## src/hw/rtl/dsleb_pkg.sv

```systemverilog
// ----------------------------------------------------------------------------
// Delta table search package
// Shared widths, constants, register indexes and payload types for the
// signed LEB128 delta table search unit.
// ----------------------------------------------------------------------------
package dsleb_pkg;

    localparam int VALUE_W      = 64;
    localparam int ROW_INDEX_W  = 9;
    localparam int ROW_COUNT_W  = 10;
    localparam int ADJUST_W     = 4;
    localparam int SHIFT_W      = 7;
    localparam int CFG_INDEX_W  = 3;
    localparam int BYTE_W       = 8;

    localparam int DEF_COLUMNS  = 2;
    localparam int DEF_MAX_ROWS = 512;

    localparam logic [SHIFT_W-1:0] SHIFT_STEP  = 7'd7;
    localparam logic [SHIFT_W-1:0] SHIFT_CAP   = 7'd70;
    localparam logic [SHIFT_W-1:0] SHIFT_LIMIT = 7'd64;

    localparam logic [BYTE_W-1:0] LEB_PAYLOAD_MASK = 8'h7f;
    localparam logic [BYTE_W-1:0] LEB_MORE_MASK    = 8'h80;
    localparam logic [BYTE_W-1:0] LEB_SIGN_MASK    = 8'h40;

    localparam logic [ADJUST_W-1:0] ADJUST_RESET = 4'd2;

    typedef enum logic [CFG_INDEX_W-1:0] {
        CFG_GUEST_PC_BASE       = 3'd0,
        CFG_HOST_PC_BASE        = 3'd1,
        CFG_SEARCH_HOST_ADDRESS = 3'd2,
        CFG_RETURN_ADJUST       = 3'd3,
        CFG_ROW_COUNT           = 3'd4
    } cfg_reg_t;

    typedef struct packed {
        logic [BYTE_W-1:0] table_byte;
        logic              start_search;
    } in_item_t;

    typedef struct packed {
        logic                   found;
        logic [VALUE_W-1:0]     guest_address;
        logic [VALUE_W-1:0]     extra_word;
        logic [ROW_INDEX_W-1:0] row_index;
    } out_item_t;

    typedef struct packed {
        logic fire;
        logic start;
        logic live;
    } dec_ctrl_t;

    typedef struct packed {
        logic               done;
        logic [VALUE_W-1:0] value;
    } leb_value_t;

endpackage

```

## src/hw/rtl/delta_sleb128_host_pc_search_unit.sv

```systemverilog
// ----------------------------------------------------------------------------
// Delta table host address search unit
// A result is registered and presented in the cycle after the request that causes it.
// Throughput: one table byte per cycle; the only stall is a full result
// register that the consumer has not taken.
// Reset clears the control state, loads the register reset values and leaves
// the unit idle until a request with start_search arrives.
// ----------------------------------------------------------------------------
module delta_sleb128_host_pc_search_unit
    import dsleb_pkg::*;
#(
    parameter int COLUMNS  = DEF_COLUMNS,
    parameter int MAX_ROWS = DEF_MAX_ROWS
)
(
    input  logic                   aclk,
    input  logic                   aresetn,
    input  logic                   s_valid,
    output logic                   s_ready,
    input  in_item_t               s_data,
    output logic                   m_valid,
    input  logic                   m_ready,
    output out_item_t              m_data,
    input  logic                   cfg_valid,
    output logic                   cfg_ready,
    input  logic [CFG_INDEX_W-1:0] cfg_index,
    input  logic [VALUE_W-1:0]     cfg_data
);

    localparam int CW = $clog2(MAX_ROWS + 1);
    localparam int LW = (CW > ROW_COUNT_W) ? CW : ROW_COUNT_W;

    logic [VALUE_W-1:0]     guest_base_reg;
    logic [VALUE_W-1:0]     host_base_reg;
    logic [VALUE_W-1:0]     search_reg;
    logic [ADJUST_W-1:0]    adjust_reg;
    logic [ROW_COUNT_W-1:0] row_count_reg;
    logic [VALUE_W-1:0]     target;
    logic [CW-1:0]          limit;

    logic                   m_valid_reg;
    out_item_t              m_data_reg;

    logic                   fire;
    dec_ctrl_t              ctrl;
    leb_value_t             leb;
    logic                   res_valid;
    out_item_t              res;

    assign cfg_ready = 1'b1;
    assign s_ready   = !m_valid_reg || m_ready;
    assign fire      = s_valid && s_ready;
    assign m_valid   = m_valid_reg;
    assign m_data    = m_data_reg;
    assign target    = search_reg - VALUE_W'(adjust_reg);

    always_comb begin
        if (LW'(row_count_reg) < LW'(MAX_ROWS)) begin
            limit = CW'(row_count_reg);
        end else begin
            limit = CW'(MAX_ROWS);
        end
    end

    always_ff @(posedge aclk) begin
        if (!aresetn) begin
            guest_base_reg <= '0;
            host_base_reg  <= '0;
            search_reg     <= '0;
            adjust_reg     <= ADJUST_RESET;
            row_count_reg  <= '0;
        end else if (cfg_valid && cfg_ready) begin
            case (cfg_reg_t'(cfg_index))
                CFG_GUEST_PC_BASE:       guest_base_reg <= cfg_data;
                CFG_HOST_PC_BASE:        host_base_reg  <= cfg_data;
                CFG_SEARCH_HOST_ADDRESS: search_reg     <= cfg_data;
                CFG_RETURN_ADJUST:       adjust_reg     <= cfg_data[ADJUST_W-1:0];
                CFG_ROW_COUNT:           row_count_reg  <= cfg_data[ROW_COUNT_W-1:0];
                default: begin
                end
            endcase
        end
    end

    dsleb_value u_value (
        .aclk       (aclk),
        .aresetn    (aresetn),
        .ctrl       (ctrl),
        .table_byte (s_data.table_byte),
        .leb        (leb)
    );

    dsleb_track #(
        .COLUMNS  (COLUMNS),
        .MAX_ROWS (MAX_ROWS)
    ) u_track (
        .aclk       (aclk),
        .aresetn    (aresetn),
        .fire       (fire),
        .start      (s_data.start_search),
        .guest_base (guest_base_reg),
        .host_base  (host_base_reg),
        .target     (target),
        .limit      (limit),
        .leb        (leb),
        .ctrl       (ctrl),
        .res_valid  (res_valid),
        .res        (res)
    );

    always_ff @(posedge aclk) begin
        if (!aresetn) begin
            m_valid_reg <= 1'b0;
        end else if (s_ready) begin
            m_valid_reg <= res_valid;
        end
    end

    always_ff @(posedge aclk) begin
        if (s_ready && res_valid) begin
            m_data_reg <= res;
        end
    end

`ifndef SYNTHESIS
    a_stall_only_when_full: assert property (@(posedge aclk) disable iff (!aresetn)
        !s_ready |-> (m_valid && !m_ready))
        else $error("Input stalled while the result register could take a result.");

    a_miss_fields_zero: assert property (@(posedge aclk) disable iff (!aresetn)
        (m_valid && !m_data.found) |->
            (m_data.guest_address == '0 && m_data.extra_word == '0 && m_data.row_index == '0))
        else $error("Not-found result carries nonzero fields.");

    a_empty_table_miss: assert property (@(posedge aclk) disable iff (!aresetn)
        (fire && s_data.start_search && limit == '0) |=> (m_valid && !m_data.found))
        else $error("Start on an empty table did not give a not-found result.");

    a_result_from_request: assert property (@(posedge aclk) disable iff (!aresetn)
        $rose(m_valid) |-> $past(s_valid && s_ready))
        else $error("Result appeared without an accepted request.");
`endif

endmodule

```

## src/hw/rtl/dsleb_value.sv

```systemverilog
// ----------------------------------------------------------------------------
// LEB128 value assembler
// Collects the seven payload bits of each byte into a value and sign-extends
// the value when its last byte arrives.
// ----------------------------------------------------------------------------
module dsleb_value
    import dsleb_pkg::*;
(
    input  logic                aclk,
    input  logic                aresetn,
    input  dec_ctrl_t           ctrl,
    input  logic [BYTE_W-1:0]   table_byte,
    output leb_value_t          leb
);

    logic [VALUE_W-1:0] value_reg, value_next;
    logic [SHIFT_W-1:0] shift_reg, shift_next;

    logic [VALUE_W-1:0] value_eff;
    logic [SHIFT_W-1:0] shift_eff;
    logic [SHIFT_W-1:0] shift_sum;
    logic [SHIFT_W-1:0] shift_sat;
    logic [VALUE_W-1:0] payload_term;
    logic [VALUE_W-1:0] build;
    logic [VALUE_W-1:0] sign_term;
    logic               more;

    always_comb begin
        value_eff    = ctrl.start ? '0 : value_reg;
        shift_eff    = ctrl.start ? '0 : shift_reg;
        shift_sum    = shift_eff + SHIFT_STEP;
        shift_sat    = (shift_sum > SHIFT_CAP) ? SHIFT_CAP : shift_sum;
        payload_term = (shift_eff < SHIFT_LIMIT)
                     ? (VALUE_W'(table_byte & LEB_PAYLOAD_MASK) << shift_eff[5:0]) : '0;
        build        = value_eff | payload_term;
        more         = |(table_byte & LEB_MORE_MASK);
        sign_term    = ((shift_sat < SHIFT_LIMIT) && (|(table_byte & LEB_SIGN_MASK)))
                     ? ({VALUE_W{1'b1}} << shift_sat[5:0]) : '0;

        value_next = value_reg;
        shift_next = shift_reg;
        leb.done   = 1'b0;
        leb.value  = build | sign_term;

        if (ctrl.fire && ctrl.live) begin
            if (more) begin
                value_next = build;
                shift_next = shift_sat;
            end else begin
                leb.done   = 1'b1;
                value_next = '0;
                shift_next = '0;
            end
        end else if (ctrl.fire && ctrl.start) begin
            value_next = '0;
            shift_next = '0;
        end
    end

    always_ff @(posedge aclk) begin
        if (!aresetn) begin
            shift_reg <= '0;
            value_reg <= '0;
        end else begin
            shift_reg <= shift_next;
            value_reg <= value_next;
        end
    end

endmodule

```

## src/hw/rtl/dsleb_track.sv

```systemverilog
// ----------------------------------------------------------------------------
// Row tracker
// Holds the column and host accumulators, the column and row counters and
// the verdict flag, and forms the search result.
// ----------------------------------------------------------------------------
module dsleb_track
    import dsleb_pkg::*;
#(
    parameter int COLUMNS  = DEF_COLUMNS,
    parameter int MAX_ROWS = DEF_MAX_ROWS,
    localparam int CW = $clog2(MAX_ROWS + 1)
)
(
    input  logic               aclk,
    input  logic               aresetn,
    input  logic               fire,
    input  logic               start,
    input  logic [VALUE_W-1:0] guest_base,
    input  logic [VALUE_W-1:0] host_base,
    input  logic [VALUE_W-1:0] target,
    input  logic [CW-1:0]      limit,
    input  leb_value_t         leb,
    output dec_ctrl_t          ctrl,
    output logic               res_valid,
    output out_item_t          res
);

    localparam int IW = (CW > ROW_INDEX_W) ? CW : ROW_INDEX_W;

    logic [VALUE_W-1:0] col0_reg, col0_next;
    logic [VALUE_W-1:0] col1_reg, col1_next;
    logic [VALUE_W-1:0] host_reg, host_next;
    logic [CW-1:0]      rows_reg, rows_next;
    logic [1:0]         col_idx_reg, col_idx_next;
    logic               verdict_reg, verdict_next;

    logic [VALUE_W-1:0] col0_eff, col1_eff, host_eff, host_sum;
    logic [CW-1:0]      rows_eff, rows_inc;
    logic [1:0]         col_idx_eff;
    logic [IW-1:0]      index_wide;
    logic               early_miss;
    logic               live;
    logic               host_row;
    logic               hit;
    logic               rows_done;

    always_comb begin
        early_miss  = start && ((target < host_base) || (limit == '0));
        live        = start ? !early_miss : !verdict_reg;
        ctrl.fire   = fire;
        ctrl.start  = start;
        ctrl.live   = live;

        col0_eff    = start ? guest_base : col0_reg;
        col1_eff    = start ? '0 : col1_reg;
        host_eff    = start ? host_base : host_reg;
        rows_eff    = start ? '0 : rows_reg;
        col_idx_eff = start ? '0 : col_idx_reg;

        host_sum    = host_eff + leb.value;
        rows_inc    = rows_eff + CW'(1);
        host_row    = !(col_idx_eff < 2'(COLUMNS));
        hit         = host_sum > target;
        rows_done   = rows_inc >= limit;
        index_wide  = IW'(rows_inc) - IW'(1);

        col0_next    = col0_reg;
        col1_next    = col1_reg;
        host_next    = host_reg;
        rows_next    = rows_reg;
        col_idx_next = col_idx_reg;
        verdict_next = verdict_reg;

        if (fire && start) begin
            col0_next    = col0_eff;
            col1_next    = col1_eff;
            host_next    = host_eff;
            rows_next    = rows_eff;
            col_idx_next = col_idx_eff;
            verdict_next = early_miss;
        end

        if (fire && live && leb.done) begin
            if (!host_row) begin
                if (col_idx_eff[0]) begin
                    col1_next = col1_eff + leb.value;
                end else begin
                    col0_next = col0_eff + leb.value;
                end
                col_idx_next = col_idx_eff + 2'd1;
            end else begin
                host_next    = host_sum;
                col_idx_next = '0;
                rows_next    = rows_inc;
                if (hit || rows_done) begin
                    verdict_next = 1'b1;
                end
            end
        end

        res_valid = fire && (early_miss || (live && leb.done && host_row && (hit || rows_done)));

        res.found         = !early_miss && hit;
        res.guest_address = res.found ? col0_eff : '0;
        res.extra_word    = (res.found && (COLUMNS >= 2)) ? col1_eff : '0;
        res.row_index     = res.found ? index_wide[ROW_INDEX_W-1:0] : '0;
    end

    always_ff @(posedge aclk) begin
        if (!aresetn) begin
            rows_reg    <= '0;
            col_idx_reg <= '0;
            verdict_reg <= 1'b1;
        end else begin
            rows_reg    <= rows_next;
            col_idx_reg <= col_idx_next;
            verdict_reg <= verdict_next;
        end
    end

    always_ff @(posedge aclk) begin
        col0_reg <= col0_next;
        col1_reg <= col1_next;
        host_reg <= host_next;
    end

endmodule
```

## config.mk

```make
export PLATFORM = sky130hd
export DESIGN_NAME = delta_sleb128_host_pc_search_unit
export DESIGN_NICKNAME = d
export VERILOG_FILES = /design/src/hw/rtl/dsleb_pkg.sv /design/src/hw/rtl/delta_sleb128_host_pc_search_unit.sv /design/src/hw/rtl/dsleb_value.sv /design/src/hw/rtl/dsleb_track.sv
export SDC_FILE = /design/constraint.sdc
export NUM_CORES = 2
export LEC_CHECK = 0
export BUFFER_PORTS_ARGS = -buffer_cell sky130_fd_sc_hd__buf_2
export CORE_MARGIN = 2
export CORE_UTILIZATION = 65
export DETAILED_ROUTE_END_ITERATION = 10
export HOLD_SLACK_MARGIN = 0.02
export PLACE_DENSITY = 0.84
export RECOVER_POWER = 25
export SETUP_SLACK_MARGIN = 0.05
export SKIP_LAST_GASP = 1
export SLEW_MARGIN = 20
export SYNTH_ARGS = -nofsm -noshare
export SYNTH_HDL_FRONTEND = slang
export SYNTH_HIERARCHICAL = 1
export SYNTH_SLANG_ARGS = --single-unit
```

## constraint.sdc

```tcl
create_clock -name aclk -period 35.3 [get_ports aclk]
set_input_delay 7.06 -clock aclk [delete_from_list [all_inputs] [get_ports aclk]]
set_output_delay 7.06 -clock aclk [all_outputs]
set_load 0.03 [all_outputs]
```

# After elaboration in Yosys (flattened, before gate mapping)
# Cells that the tools add are included.
[word_totals]
register_bits = 621
inputBits = 81
output_inout_bits = 141
wordCells = 112
[op_classes]
n_addsub = 8
magnitude_cmp = 8
n_eq_ne = 4
shift = 2
muxes = 41
bitwise = 2
reduce_logical = 29
[ops]
columns = ["cell", "count"]
rows = [
  ["$mux 64", 20],
  ["$add 64x64->64", 3],
  ["$or 64x64->64", 2],
  ["$gt 64x64->1", 1],
  ["$lt 64x64->1", 1],
  ["$shl 64x6->64 const A", 1],
  ["$shl 7x6->64", 1],
  ["$sub 64x4->64", 1],
  ["$mux 10", 5],
  ["$mux 7", 5],
  ["$lt 7x7->1 const B", 2],
  ["$logic_and 1x1->1", 12],
  ["$add 10x1->10 const B", 1],
  ["$ge 10x10->1", 1],
  ["$logic_not 10->1", 1],
  ["$lt 10x10->1 const B", 1],
  ["$reduce_and 2->1", 5],
  ["$sub 9x1->9 const B", 1],
  ["$mux 2", 4],
  ["$add 7x3->7 const B", 1],
  ["$gt 7x7->1 const B", 1],
  ["$mux 1", 7],
  ["$eq 3x2->1 const B", 2],
  ["$logic_not 1->1", 4],
  ["7 further kinds", 11],
]

# Longest topological paths before layout
[logic_depth]
ltp_word = 15
mapped_depth = 36
ltp_nobuf = 33

# By module
# Netlist, hierarchy kept.
[by_module_without_submodules]
columns = ["module", "instances", "cells_per_inst", "area_per_inst_um2", "seq_area_each_um2"]
rows = [
  ["dsleb_track", 1, 3459, 25156.6, 4103.9],
  ["delta_sleb128_host_pc_search_unit", 1, 1269, 13211.4, 8287.9],
  ["dsleb_value", 1, 689, 5217.5, 1421.4],
]

# Worst setup path before layout
# OpenSTA, ideal clock, no wires.
[synth_timing]
kind = "input -> register"
from = "input port s_data[0] (netlist bit)"
to = "register m_data_reg (netlist bit m_data[0]), enable pin"
setup_time_ns = 0.513
t_arrival_ns = 15.926
required_time_ns = 34.787
slack_ns = 18.861
cell_stages = 28
n_path_buf = 4
cell_sequence = "clkbuf_1 buf_1 buf_1 buf_1 mux2_2 ha_1 inv_1 fa_1 nand2b_1 a21oi_1 o21bai_1 a211oi_1 nor3_1 o21ai_1 o21ai_1 o221ai_1 a41oi_1 xnor2_1 ha_1 nand4_1 nor4_1 and3_1 nand4_1 nor4b_1 o21bai_1 and3_1 o22ai_1 and2_1"
[synth_between]
elab_chain_len = 15
elab_cells_between_ends = 35
cone_classes = "add/sub (3); order compare (6); shift (2); mux (10); bitwise (2); reduce/logical (12)"
[synth_lines]
columns = ["item", "line", "rtl"]
rows = [
  ["from (decl)", "delta_sleb128_host_pc_search_unit.sv:20", "input in_item_t s_data,"],
  ["$mux 7", "dsleb_value.sv:30", "shift_eff = ctrl.start ? '0 : shift_reg;"],
  ["$add 7x3->7", "dsleb_value.sv:31", "shift_sum = shift_eff + SHIFT_STEP;"],
  ["$gt 7x7->1", "dsleb_value.sv:32", "shift_sat = (shift_sum > SHIFT_CAP) ? SHIFT_CAP : shift_sum;"],
  ["$mux 7", "dsleb_value.sv:32", ""],
  ["$lt 7x7->1", "dsleb_value.sv:37", "sign_term = ((shift_sat < SHIFT_LIMIT) && (|(table_byte & LEB_SIGN_MASK)))"],
  ["$logic_and 1x1->1", "dsleb_value.sv:37", ""],
  ["$mux 64", "dsleb_value.sv:38", "? ({VALUE_W{1'b1}} << shift_sat[5:0]) : '0;"],
  ["$or 64x64->64", "dsleb_value.sv:43", "leb.value = build | sign_term;"],
  ["$add 64x64->64", "dsleb_track.sv:60", "host_sum = host_eff + leb.value;"],
  ["$gt 64x64->1", "dsleb_track.sv:63", "hit = host_sum > target;"],
  ["$logic_or 1x1->1", "dsleb_track.sv:101", "res_valid = fire && (early_miss || (live && leb.done && host_row && (hit || rows_done)));"],
  ["$logic_and 1x1->1", "dsleb_track.sv:101", ""],
  ["$logic_or 1x1->1 *", "dsleb_track.sv:101", ""],
  ["$logic_and 1x1->1 *", "dsleb_track.sv:101", ""],
  ["net res_valid", "delta_sleb128_host_pc_search_unit.sv:47", "logic res_valid;"],
  ["$logic_and 1x1->1 *", "delta_sleb128_host_pc_search_unit.sv:120", "if (s_ready && res_valid) begin"],
  ["to (signal assigned)", "delta_sleb128_host_pc_search_unit.sv:121", "m_data_reg <= res;"],
  ["to (decl)", "delta_sleb128_host_pc_search_unit.sv:42", "out_item_t m_data_reg;"],
]
# The timed path passes the listed nets; every way through them passes the cells marked *.
# A chain may end at the register's enable or synchronous reset.

==> flow_metrics.env <==
export IMPL_fillers=5169
export IMPL_cts_resized=0
export IMPL_start_kind="input pin"
export IMPL_max_cap_violations=4
export IMPL_violations="capacitance limit, slew limit"
export IMPL_postCtsSetupBuffers=0
export IMPL_syn_to_final_growth_pct=8.35
export IMPL_finalWeightedCongestion=1.09
export IMPL_slew_headroom=-1.64
export IMPL_via_count=43300
export IMPL_wl_mm=166
export IMPL_drtIter0Drc=6387
export IMPL_num_rows=94
export IMPL_firstDrtPassIters=10
export IMPL_post_route_min_period_ps=19730
export IMPL_cts_path_max_buffers=3
export IMPL_grt_first_pass_wirelength_mm=247
export IMPL_critPathMaxStageDelay_ps=2750
export IMPL_yosysTopAreaCell="dfxtp_1"
export IMPL_synthTopCellsByArea="dfxtp_1 (22%), edfxtp_1 (9.5%), ha_1 (9.5%), nand2_1 (8.4%), a21boi_0 (3.8%)"
export IMPL_path_max_fanout=75
export IMPL_routedWlPerCell_um=26.0
export IMPL_synth_top_cell_area_share=0.222
export IMPL_die_h_um=263
export IMPL_design_die_area_mm2=0.0691
export IMPL_grt_max_degree=122
export IMPL_path_class="input pin to flip-flop"
export IMPL_post_place_cells=6259
export IMPL_initial_utilization=0.659
export IMPL_p_per_area_mw_per_mm2=43.5
export IMPL_p_leak_uw=0.0195
export IMPL_ant_nets=0
export IMPL_final_hold_viol_count=0
export IMPL_max_freq_mhz=50.7
export IMPL_cts_tree="built"
export IMPL_largest_reg_flops=138
export IMPL_worst_clock_skew_ps=23.3
export IMPL_synth_flop_cell="dfxtp_1"
export IMPL_crit_family="buffers and inverters"
export IMPL_worstPathArrival_ps=19990
export IMPL_core_mm2=0.0661
export IMPL_setup_viol=0
export IMPL_clkLatencyLatePin_ps=640
export IMPL_syn_num_nets=5833
export IMPL_yosys_warnings=6
export IMPL_clk_pin_slew_ps=60
export IMPL_antenna_found_initial=2
export IMPL_numCtsBuffers=71
export IMPL_period_share=0.559
export IMPL_cts_hold_buf=0
export IMPL_synth_edf_count=138
export IMPL_ir_worst_vdd_mv=0.0431
export IMPL_final_max_slew_violation_count=268
export IMPL_critPathMostFrequentCell="buf_4"
export IMPL_cp_end_kind="flip-flop"
export IMPL_via_per_inst=6.77
export IMPL_drc=0
export IMPL_final_cells=6391
export IMPL_hold_class="flip-flop to flip-flop"
export IMPL_ff2ff_setup_slack_ps=24150
export IMPL_tns_ps=0
export IMPL_syn_area_mm2=0.0436
export IMPL_tightest_slew_ps=3960
export IMPL_portBuffers=220
export IMPL_die_w_um=263
export IMPL_cts_htree_levels=3
export IMPL_clock_root_buffer="clkbuf_16"
export IMPL_place_hpwl_mm=122
export IMPL_nNetsFinal=5884
export IMPL_synthCells=5417
export IMPL_finalPower_uw=2050
export IMPL_clock_sinks=621
export IMPL_grt_pass1_vias=40800
export IMPL_crit_required_ps=35560
export IMPL_cp_num_buf_inv=4
export IMPL_outcome="finished, violations left"
export IMPL_critPathSlowestCell="clkbuf_1"
export IMPL_drive_gt1_frac=0.0834
export IMPL_gr_total_overflow=0
export IMPL_ys_seq_area_frac=0.317
export IMPL_grtUsageTotal=0.463
export IMPL_fin_util=0.714
export IMPL_ios=222
export IMPL_synth_cell_types=102
export IMPL_avgSynthCellArea_um2=8.05
export IMPL_async_reset_ff_frac=0
export IMPL_rsz0062_at_grt="no"
export IMPL_ys_ff_latch=621
-- synthesized netlist by cell type (11+ instances only) --
master    instances
xnor2_1         147
o22ai_1          17
xor2_1           91
nor3_1           66
dfxtp_1         483
a31o_2           11
o221ai_1         23
ha_1            331
a21oi_1         300
nor2_1          298
a21o_1          203
clkbuf_1        220
mux2i_1          22
and3_1           38
buf_1            18
edfxtp_1        138
o31ai_1          23
nor2b_1         175
a221o_1          20
a31oi_1         118
o211ai_1         40
or3_1            24
nor4_1           24
o21bai_1         40
a211oi_1         33
a22o_1           26
nand3_1         113
buf_2            55
a221oi_1         13
o21a_1           33
inv_1           228
o21ai_0         223
a21boi_0        222
mux2_2          126
nand2_1         973
and2_1           94
nand4_1          86
or2_2            15
nand2b_1         52
a211o_1          22
o21ai_1          35
-- cell families after synthesis --
kind of cell,synth area share
simple gates,0.218
compound gates,0.235
flops,0.317
buf+inv,0.0487
fa+ha+maj,0.0969
xor+xnor,0.0478
mux,0.0376
other cells,0.0000860
-- stage by stage --
stage                     hold WS [ps]  cell area [µm²]  setup slack (ps)
after CTS                          453            47400             18590
after detailed placement           440            45100             18000
after global placement             435            45100             18310
after global routing               471            47200             14890
final                              457            47200             15570
after floorplan                    420            43600             18860
-- area by class of cell --
type,instances,area [µm²],area share
antenna,2,5.00,0.000106
tap,864,1080,0.0229
clock inverter,31,324,0.00686
sequential,621,13800,0.293
timing repair buffer,282,1380,0.0292
inverter,229,860,0.0182
clock buffer,99,2020,0.0429
multi-input combinational,4263,27700,0.587
-- worst reg2reg max path, delay by kind of cell (launching register included) --
family	cells	cell delay, ps
buffers and inverters	5	2170
flip-flops	1	300
AO/OA/AOI/OAI	14	4860
adder cells (fa/ha/maj)	3	720
AND/OR/NAND/NOR	11	2630
-- layout by cell type (no fill, tap or decap), types with 138 or more instances in the layout --
master,instances
nand2_1,969
dfxtp_1,482
ha_1,331
a21oi_1,300
nor2_1,296
inv_1,228
o21ai_0,223
a21boi_0,222
a21o_1,203
nor2b_1,175
clkbuf_1,161
xnor2_1,147
edfxtp_1,138
-- final timing paths --
kind              cells after the start                   end                 start
setup / recovery                     30            m_data[93]             s_data[0]
hold / removal                        2  u_value/value_reg[2]  u_value/value_reg[2]
setup reg to reg                     33            m_data[93]  u_value/shift_reg[0]
hold reg to reg                       2  u_value/value_reg[2]  u_value/value_reg[2]
-- metal layers --
layer  track usage  share of wire
met5             0        0.00011
met4         0.332          0.088
met3         0.112           0.12
met2         0.693           0.42
met1         0.586           0.38
-- power breakdown --
part	switching [µW]	internal [µW]
logic	351	173
registers	14.8	754
clock network	321	440
total	687	1370
No activity file was read; power rests on OpenSTA's default activity.
